--- src/ipfl4_pkg.sv ---
// Package: shared constants, types and hash helper for the fragment L4 table.
package ipfl4_pkg;

   localparam int DefaultSets = 256;
   localparam int DefaultWays = 4;
   localparam int KeyBytes = 36;
   localparam int EntryWidth = 1 + 64 * 4 + 33 + 40;

   typedef enum logic [2:0] {
      ST_RECORDED    = 3'd0,
      ST_PRESENT     = 3'd1,
      ST_MATCHED     = 3'd2,
      ST_UNMATCHED   = 3'd3,
      ST_FULL        = 3'd4,
      ST_UNSUPPORTED = 3'd5
   } status_type;

   typedef struct packed {
      logic [63:0] src_hi;
      logic [63:0] src_lo;
      logic [63:0] dst_hi;
      logic [63:0] dst_lo;
      logic [32:0] tag;
   } key_type;

   typedef struct packed {
      logic        supported;
      key_type     key;
      logic        first;
      logic        more;
      logic [15:0] src_port;
      logic [15:0] dst_port;
      logic [7:0]  protocol;
   } job_type;

   function automatic logic [31:0] sdbm_byte(input logic [31:0] h, input logic [7:0] b);
      sdbm_byte = {24'd0, b} + (h << 6) + (h << 16) - h;
   endfunction

endpackage

--- src/ipfl4_front.sv ---
// Front end: capture descriptor, hash key bytes one per cycle, hand job to back.
module ipfl4_front #(
   parameter int TableSets = ipfl4_pkg::DefaultSets
) (
   input  logic                         clock,
   input  logic                         reset,
   input  logic                         start,
   output logic                         busy,
   input  logic [3:0]                   req_ip_version,
   input  logic [63:0]                  req_src_addr_hi,
   input  logic [63:0]                  req_src_addr_lo,
   input  logic [63:0]                  req_dst_addr_hi,
   input  logic [63:0]                  req_dst_addr_lo,
   input  logic [31:0]                  req_frag_id,
   input  logic [12:0]                  req_frag_offset,
   input  logic                         req_more_fragments,
   input  logic [15:0]                  req_src_port,
   input  logic [15:0]                  req_dst_port,
   input  logic [7:0]                   req_protocol,
   output logic                         job_valid,
   output ipfl4_pkg::job_type           job,
   output logic [$clog2(TableSets)-1:0] job_set,
   input  logic                         job_take
);
   import ipfl4_pkg::*;

   localparam int SetBits = $clog2(TableSets);
   localparam logic [63:0] RecipMul =
      ((64'd1 << (32 + SetBits)) + 64'(TableSets) - 64'd1) / 64'(TableSets);

   typedef enum logic [3:0] {
      F_IDLE = 4'b0001,
      F_HASH = 4'b0010,
      F_DIV  = 4'b0100,
      F_DONE = 4'b1000
   } fstate_type;

   fstate_type            state_ff, state_in;
   job_type               job_ff, job_in;
   logic [8*KeyBytes-1:0] bytes_ff, bytes_in;
   logic [5:0]            cnt_ff, cnt_in;
   logic [5:0]            nbytes_ff, nbytes_in;
   logic [31:0]           h_ff, h_in;
   logic [31:0]           q_ff, q_in;
   logic [64:0]           prod;
   logic [31:0]           rem;
   logic                  v4, v6;
   logic [8*KeyBytes-1:0] seq;

   assign v4 = req_ip_version == 4'd4;
   assign v6 = req_ip_version == 4'd6;

   assign prod = 65'(h_ff) * 65'(RecipMul[32:0]);
   assign rem  = h_ff - q_ff * 32'(TableSets);

   always_comb begin
      seq = '0;
      for (int k = 0; k < 4; k++) begin
         seq[8*(2*k)   +: 8] = req_src_addr_hi[16*(3-k)    +: 8];
         seq[8*(2*k+1) +: 8] = req_src_addr_hi[16*(3-k)+8  +: 8];
         seq[8*(2*k+8) +: 8] = req_src_addr_lo[16*(3-k)    +: 8];
         seq[8*(2*k+9) +: 8] = req_src_addr_lo[16*(3-k)+8  +: 8];
         seq[8*(2*k+16) +: 8] = req_dst_addr_hi[16*(3-k)   +: 8];
         seq[8*(2*k+17) +: 8] = req_dst_addr_hi[16*(3-k)+8 +: 8];
         seq[8*(2*k+24) +: 8] = req_dst_addr_lo[16*(3-k)   +: 8];
         seq[8*(2*k+25) +: 8] = req_dst_addr_lo[16*(3-k)+8 +: 8];
      end
      seq[8*32 +: 32] = req_frag_id;
      if (v4) begin
         seq = '0;
         seq[31:0]  = req_src_addr_lo[31:0];
         seq[63:32] = req_dst_addr_lo[31:0];
         seq[79:64] = req_frag_id[15:0];
      end
   end

   always_comb begin
      state_in  = state_ff;
      job_in    = job_ff;
      bytes_in  = bytes_ff;
      cnt_in    = cnt_ff;
      nbytes_in = nbytes_ff;
      h_in      = h_ff;
      q_in      = q_ff;
      case (state_ff)
         F_IDLE: begin
            if (start) begin
               job_in.supported = v4 || v6;
               job_in.key.src_hi = v4 ? 64'd0 : req_src_addr_hi;
               job_in.key.dst_hi = v4 ? 64'd0 : req_dst_addr_hi;
               job_in.key.src_lo = v4 ? {32'd0, req_src_addr_lo[31:0]} : req_src_addr_lo;
               job_in.key.dst_lo = v4 ? {32'd0, req_dst_addr_lo[31:0]} : req_dst_addr_lo;
               job_in.key.tag = v4 ? {17'd0, req_frag_id[15:0]} : {1'b1, req_frag_id};
               job_in.first    = req_frag_offset == 13'd0;
               job_in.more     = req_more_fragments;
               job_in.src_port = req_src_port;
               job_in.dst_port = req_dst_port;
               job_in.protocol = req_protocol;
               bytes_in  = seq;
               nbytes_in = v4 ? 6'd12 : 6'(KeyBytes);
               cnt_in    = '0;
               h_in      = '0;
               state_in  = (v4 || v6) ? F_HASH : F_DONE;
            end
         end
         F_HASH: begin
            h_in     = sdbm_byte(h_ff, bytes_ff[7:0]);
            bytes_in = bytes_ff >> 8;
            cnt_in   = cnt_ff + 6'd1;
            if (cnt_ff == nbytes_ff - 6'd1) begin
               state_in = F_DIV;
            end
         end
         F_DIV: begin
            q_in     = 32'(prod >> (32 + SetBits));
            state_in = F_DONE;
         end
         F_DONE: begin
            if (job_take) begin
               state_in = F_IDLE;
            end
         end
         default: state_in = F_IDLE;
      endcase
   end

   always_ff @(posedge clock) begin
      if (reset) begin
         state_ff <= F_IDLE;
      end else begin
         state_ff <= state_in;
      end
      job_ff    <= job_in;
      bytes_ff  <= bytes_in;
      cnt_ff    <= cnt_in;
      nbytes_ff <= nbytes_in;
      h_ff      <= h_in;
      q_ff      <= q_in;
   end

   assign busy      = state_ff != F_IDLE;
   assign job_valid = state_ff == F_DONE;
   assign job       = job_ff;
   assign job_set   = rem[SetBits-1:0];
endmodule

--- config.mk ---
export PLATFORM = sky130hd
export DESIGN_NAME = ipfl4_front
export DESIGN_NICKNAME = d
export VERILOG_FILES = /design/src/ipfl4_pkg.sv /design/src/ipfl4_front.sv
export SDC_FILE = /design/constraint.sdc
export NUM_CORES = 1
export LEC_CHECK = 0
export BUFFER_PORTS_ARGS = -buffer_cell sky130_fd_sc_hd__buf_2
export CAP_MARGIN = 15
export CORE_AREA = 2 2 270 272
export DETAILED_ROUTE_END_ITERATION = 7
export DIE_AREA = 0 0 272 274
export PLACE_DENSITY_LB_ADDON = 0.08
export SYNTH_ARGS = -nofsm -noshare
export SYNTH_HDL_FRONTEND = slang
export SYNTH_SLANG_ARGS = --single-unit
--- constraint.sdc ---
create_clock -name clock -period 48.8 [get_ports clock]
set_input_delay 9.76 -clock clock [delete_from_list [all_inputs] [get_ports clock]]
set_output_delay 9.76 -clock clock [all_outputs]
set_load 0.01 [all_outputs]
Yosys cells after proc, flatten, opt, wreduce, memory -nomap -nowiden
Index checks and enable logic that the tools add are counted.
{"block": "op_classes", "addsub": 6, "n_eq_ne": 11, "muxes": 14, "reduce_logical": 6}
{"operator": "2-to-1 mux 288 bit", "n": 2}
{"operator": "case mux 288 bit (2 select lines)", "n": 1}
{"operator": "case mux 32 bit (2 select lines)", "n": 1}
{"operator": "2-to-1 mux 33 bit", "n": 1}
{"operator": "adder 32 bit", "n": 1}
{"operator": "adder 8 x 32 -> 32 bit", "n": 1}
{"operator": "2-to-1 mux 32 bit", "n": 1}
{"operator": "subtractor 32 bit", "n": 1}
{"operator": "2-to-1 mux 4 bit", "n": 4}
{"operator": "case mux 4 bit (4 select lines)", "n": 1}
{"operator": "logical NOT 13 bit", "n": 1}
{"operator": "== test 4 x 3 -> 1 bit (second input constant)", "n": 3}
{"operator": "2-to-1 mux 6 bit", "n": 2}
{"operator": "case mux 6 bit (2 select lines)", "n": 1}
{"operator": "subtractor 8 x 1 -> 8 bit (second input constant)", "n": 1}
{"operator": "adder 6 x 1 -> 6 bit (second input constant)", "n": 1}
{"operator": "== test 6 bit", "n": 1}
{"operator": "subtractor 6 x 1 -> 6 bit (second input constant)", "n": 1}
{"operator": "== test 4 x 1 -> 1 bit (second input constant)", "n": 1}
{"operator": "== test 4 x 2 -> 1 bit (second input constant)", "n": 1}
{"operator": "== test 4 bit (second input constant)", "n": 1}
{"operator": "!= test 2 bit (second input constant)", "n": 2}
{"operator": "!= test 4 x 1 -> 1 bit (second input constant)", "n": 1}
{"operator": "AND reduction 2 bit", "n": 2}
{"operator": "other kinds (4)", "n": 4}
{"block": "word_totals", "ff_bits": 668, "inputBits": 350, "out_inout_bits": 342, "wordCells": 56}

Depth between registers and ports, before layout
{"block": "logic_depth", "ltp_word": 5, "depth_mapped": 10, "depth_no_buf": 10}

Least setup slack after synthesis
OpenSTA, ideal clock, no wires.
{"block": "synth_path", "path_kind": "input -> register", "startpoint": "input port start", "endpoint": "register bytes_ff[0] (enable)", "setup_ps": 538, "t_arrival_ps": 21434, "required_time_ps": 48262, "path_slack_ps": 26827, "stages": 2, "path_buffers": 0, "cell_sequence": "and2_1 > or2_2"}
{"block": "synth_between", "elab_chain_len": 2}
{"item": "start, declared", "line": "ipfl4_front.sv:7", "rtl": "input logic start,"}
{"item": "!= test 2 bit (no source line)"}
{"item": "AND reduction 2 bit (no source line)"}
{"item": "end signal, assigned", "line": "ipfl4_front.sv:134", "rtl": "bytes_ff <= bytes_in;"}
{"item": "end, declared", "line": "ipfl4_front.sv:40", "rtl": "logic [8*KeyBytes-1:0] bytes_ff, bytes_in;"}
Every way passes these cells.
A chain may end at the register's enable or synchronous reset.

Worst setup path in the final report
{"block": "layout_path", "startpoint": "input port req_ip_version[0]", "endpoint": "register bytes_ff[47], data pin"}
{"block": "layout_between", "elab_chain_len": 4}
{"item": "start, declared", "line": "ipfl4_front.sv:9", "rtl": "input logic [3:0] req_ip_version,"}
{"item": "== test 4 x 3 -> 1 bit", "line": "ipfl4_front.sv:50", "rtl": "assign v4 = req_ip_version == 4'd4;"}
{"item": "2-to-1 mux 288 bit", "line": "ipfl4_front.sv:69", "rtl": "if (v4) begin"}
{"item": "2-to-1 mux 288 bit", "line": "ipfl4_front.sv:87", "rtl": "if (start) begin"}
{"item": "case mux 288 bit (2 select lines)", "line": "ipfl4_front.sv:85", "rtl": "case (state_ff)"}
{"item": "via bytes_in[47]", "line": "ipfl4_front.sv:40"}
The timed path passes the listed nets, and every way through them passes these cells. The select of a mux whose other input is x is not followed.

==> qor.txt <==
Most frequent cells after synthesis -> edfxtp_1 (635), nand2_1 (244), nor2b_1 (212)
Global-route wire length before repair -> 108 mm
Dpl cells -> 3234
Met3 wire length -> 4.83 mm
Psw -> 357 uW
DR DRC count -> 0
Final setup fails -> 0
Worst slew margin -> 17.9%
Setup_tns -> 0 ns
Largest net degree at the start of global routing -> 171
Core area -> 0.0720 mm^2
Syn Area/Cell -> 15.2 um^2
Final Skew -> 0.0290 ns
Longest Clk Path Bufs -> 3
CTS tree -> built
CTS Buf Count -> 73
Final wirelength -> 75.6 mm
Drt first pass iters -> 5
Worst Hold End -> bytes_ff[233]
Die area -> 0.0745 mm^2
Required @ worst endpoint -> 49.06 ns
Via density -> 4.76
Hold Path Depth -> 2
RSZ-0062 raised after global routing -> false
Leakage power -> 0.0124 uW
Int Pwr -> 1070 uW
Layout cell share with drive strength beyond 1 -> 34.6%
Slew @ Worst Pin -> 1.23 ns
Vias in the first global route -> 16300
Post-CTS Resized -> 0
Status -> complete, no violations
RD Place Congestion -> 0.797
Worst Min Path Start -> bytes_ff[241]
Synth-to-Final Area Change -> 26.1%
IO buf count -> 691
Initial Utilization -> 35.1%
Wire per inst -> 22.4 um
CTS Sinks -> 639
Synth top area share -> 75.5%
Synthesized instance count -> 1663
Vias after detailed routing -> 16000
Final Util -> 44.2%
Hold-fix buffers, CTS -> 0
Final Slew Violations -> 0
Die extent in y -> 274 um
Period utilization -> 25.2%
Switching share of power -> 25.1%
Top_reg_cell synth -> edfxtp_1
Maxcap violations -> 0
Ports -> 692
Metal2 WL -> 37.3 mm
M1 wire length -> 32.1 mm
EDFF count, synth -> 635
Hold Fails Final Rpt -> 0
Post-DP HPWL -> 52.3 mm
Postcts setup bufs -> 0
Worst-Skew Late Latency -> 0.60 ns
Syn_nets -> 2028
Pwr dens -> 44.7 mW/mm^2
Peak supply drop -> 0.0243 mV
Comb pwr share -> 11.9%
FFs w/ async S/R, synth -> 0%
Tot GR Track Use -> 19.6%
Kind of critical path -> input port to flop
Post-route ant nets -> 0
Worst Setup End Kind -> flop
Hold Crit Class -> flop to flop
R2r startpoint -> state_ff[0]
Fmax -> 0.0812 GHz
Post-Syn Area -> 0.0252 mm^2
Synth warn -> 0
Top cells by area, synth -> edfxtp_1 (76%), nor2b_1 (5.3%), mux2_1 (4.5%), nand2_1 (3.6%), o21ai_0 (1.7%)
Min Tclk post-route -> 12.32 ns
CP Data Arrival Time -> 12.57 ns
Post-route insts no fill -> 3367
Reg-to-reg setup timing slack -> 44.79 ns
Sequential Power Share -> 51.0%
Crit path launch type -> input port
Root Buffer -> clkbuf_16
Layout Nets -> 2715
Top-count cell post-synth -> edfxtp_1
RR Endpoint -> bytes_ff[275]
Crit Path Max Fanout -> 130
Top sig layer -> met5
H-tree depth -> 3
Antenna violations before repair -> 13
Post-synth cell types -> 47
Die Span X -> 272 um
Synth area leader -> edfxtp_1
Worst r2r path cells -> 5
Clock-pin slew on the worst setup and hold paths -> 0.06 ns
Row count -> 99
Clk network pwr share -> 37.1%
Hold slack -> 0.511 ns
Gr ovfl total -> 0
Register area share after synthesis -> 75.8%
Detailed Route Iter0 Violations -> 1160
Yosys reg bits -> 639
[worst max path at each step]
stage          slack, ns         startpoint           end
2_1_floorplan      26.83              start   bytes_ff[0]
3_3_place_gp       35.76  req_ip_version[0]  bytes_ff[47]
3_5_place_dp       35.70  req_ip_version[0]  bytes_ff[47]
4_1_cts            36.32  req_ip_version[0]  bytes_ff[47]
5_1_grt            36.25  req_ip_version[0]  bytes_ff[47]
6_report           36.48  req_ip_version[0]  bytes_ff[47]
[layout by cell type, fill, tap and decap left out, types with 5 or more instances in the layout]
cell,n
a21oi_1,81
and2_1,10
buf_2,691
buf_4,12
bufinv_16,6
clkbuf_1,16
clkbuf_16,74
clkinv_1,17
clkinv_2,10
diode_2,5
edfxtp_1,635
ha_1,13
inv_1,14
mux2_1,100
mux2_2,20
nand2_1,244
nand3_1,83
nor2_1,16
nor2b_1,212
nor3b_1,5
o21ai_0,86
xnor2_1,6
[through the flow]
stage / total power (uW) / instance area [um^2] / setup WS, ns
global placement: 910 / 29600 / 35.76
detailed placement: 911 / 29600 / 35.70
floorplan: 833 / 25200 / 26.83
finish: 1420 / 31800 / 36.48
CTS: 1440 / 31800 / 36.32
global route: 1480 / 31800 / 36.25
[final cells by class]
type,instances,area (um^2)
clock inverter,38,343
clock buffer,90,1910
fill,6710,40100
tap,959,1200
timing repair buffer,705,3590
antenna,5,12.5
multi-input combinational,915,5570
sequential,639,19100
inverter,16,67.6
[power groups by stage]
stage          sequential [uW]  clock, uW  combinational [uW]
4_1_cts                    727        542                 175
2_1_floorplan              768          0                65.2
3_5_place_dp               737          0                 175
6_report                   726        528                 170
5_1_grt                    732        562                 186
3_3_place_gp               737          0                 173
[critical path, stage by stage]
cell and delay [ns]:
buf_2 0.10, nor3b_2 0.52, nand2b_4 0.15, inv_8 0.51, buf_4 0.82, nor2b_1 0.25
a21oi_1 0.18, o21ai_0 0.16
[routing by layer]
layer | global-route usage [%] | vias to the layer above
li1 | - | 7449
met1 | 26.0 | 7957
met2 | 32.8 | 523
met3 | 4.12 | 84
met4 | 5.10 | 4
met5 | 0 | -
[registers in the layout, indices dropped and copies added, names as in the netlist]
register / flops
cnt_ff: 6
job: 331
bytes_ff: 288
h_ff: 8
nbytes_ff: 2
state_ff: 4
[logic make-up (layout without fill, tap and decap cells)]
| logic type | Yosys count | in the layout | share of synthesized area (%) |
|---|---|---|---|
| AO/OA/AOI/OAI | 180 | 180 | 3.75 |
| XOR/XNOR | 9 | 9 | 0.312 |
| adder cells (fa/ha/maj) | 15 | 15 | 0.803 |
| buffers and inverters | 109 | 849 | 2.19 |
| flip-flops | 639 | 639 | 75.8 |
| multiplexers | 120 | 120 | 5.35 |
| other | 0 | 5 | 0 |
| AND/OR/NAND/NOR | 591 | 591 | 11.7 |
Power figures use the tool's default switching activity.
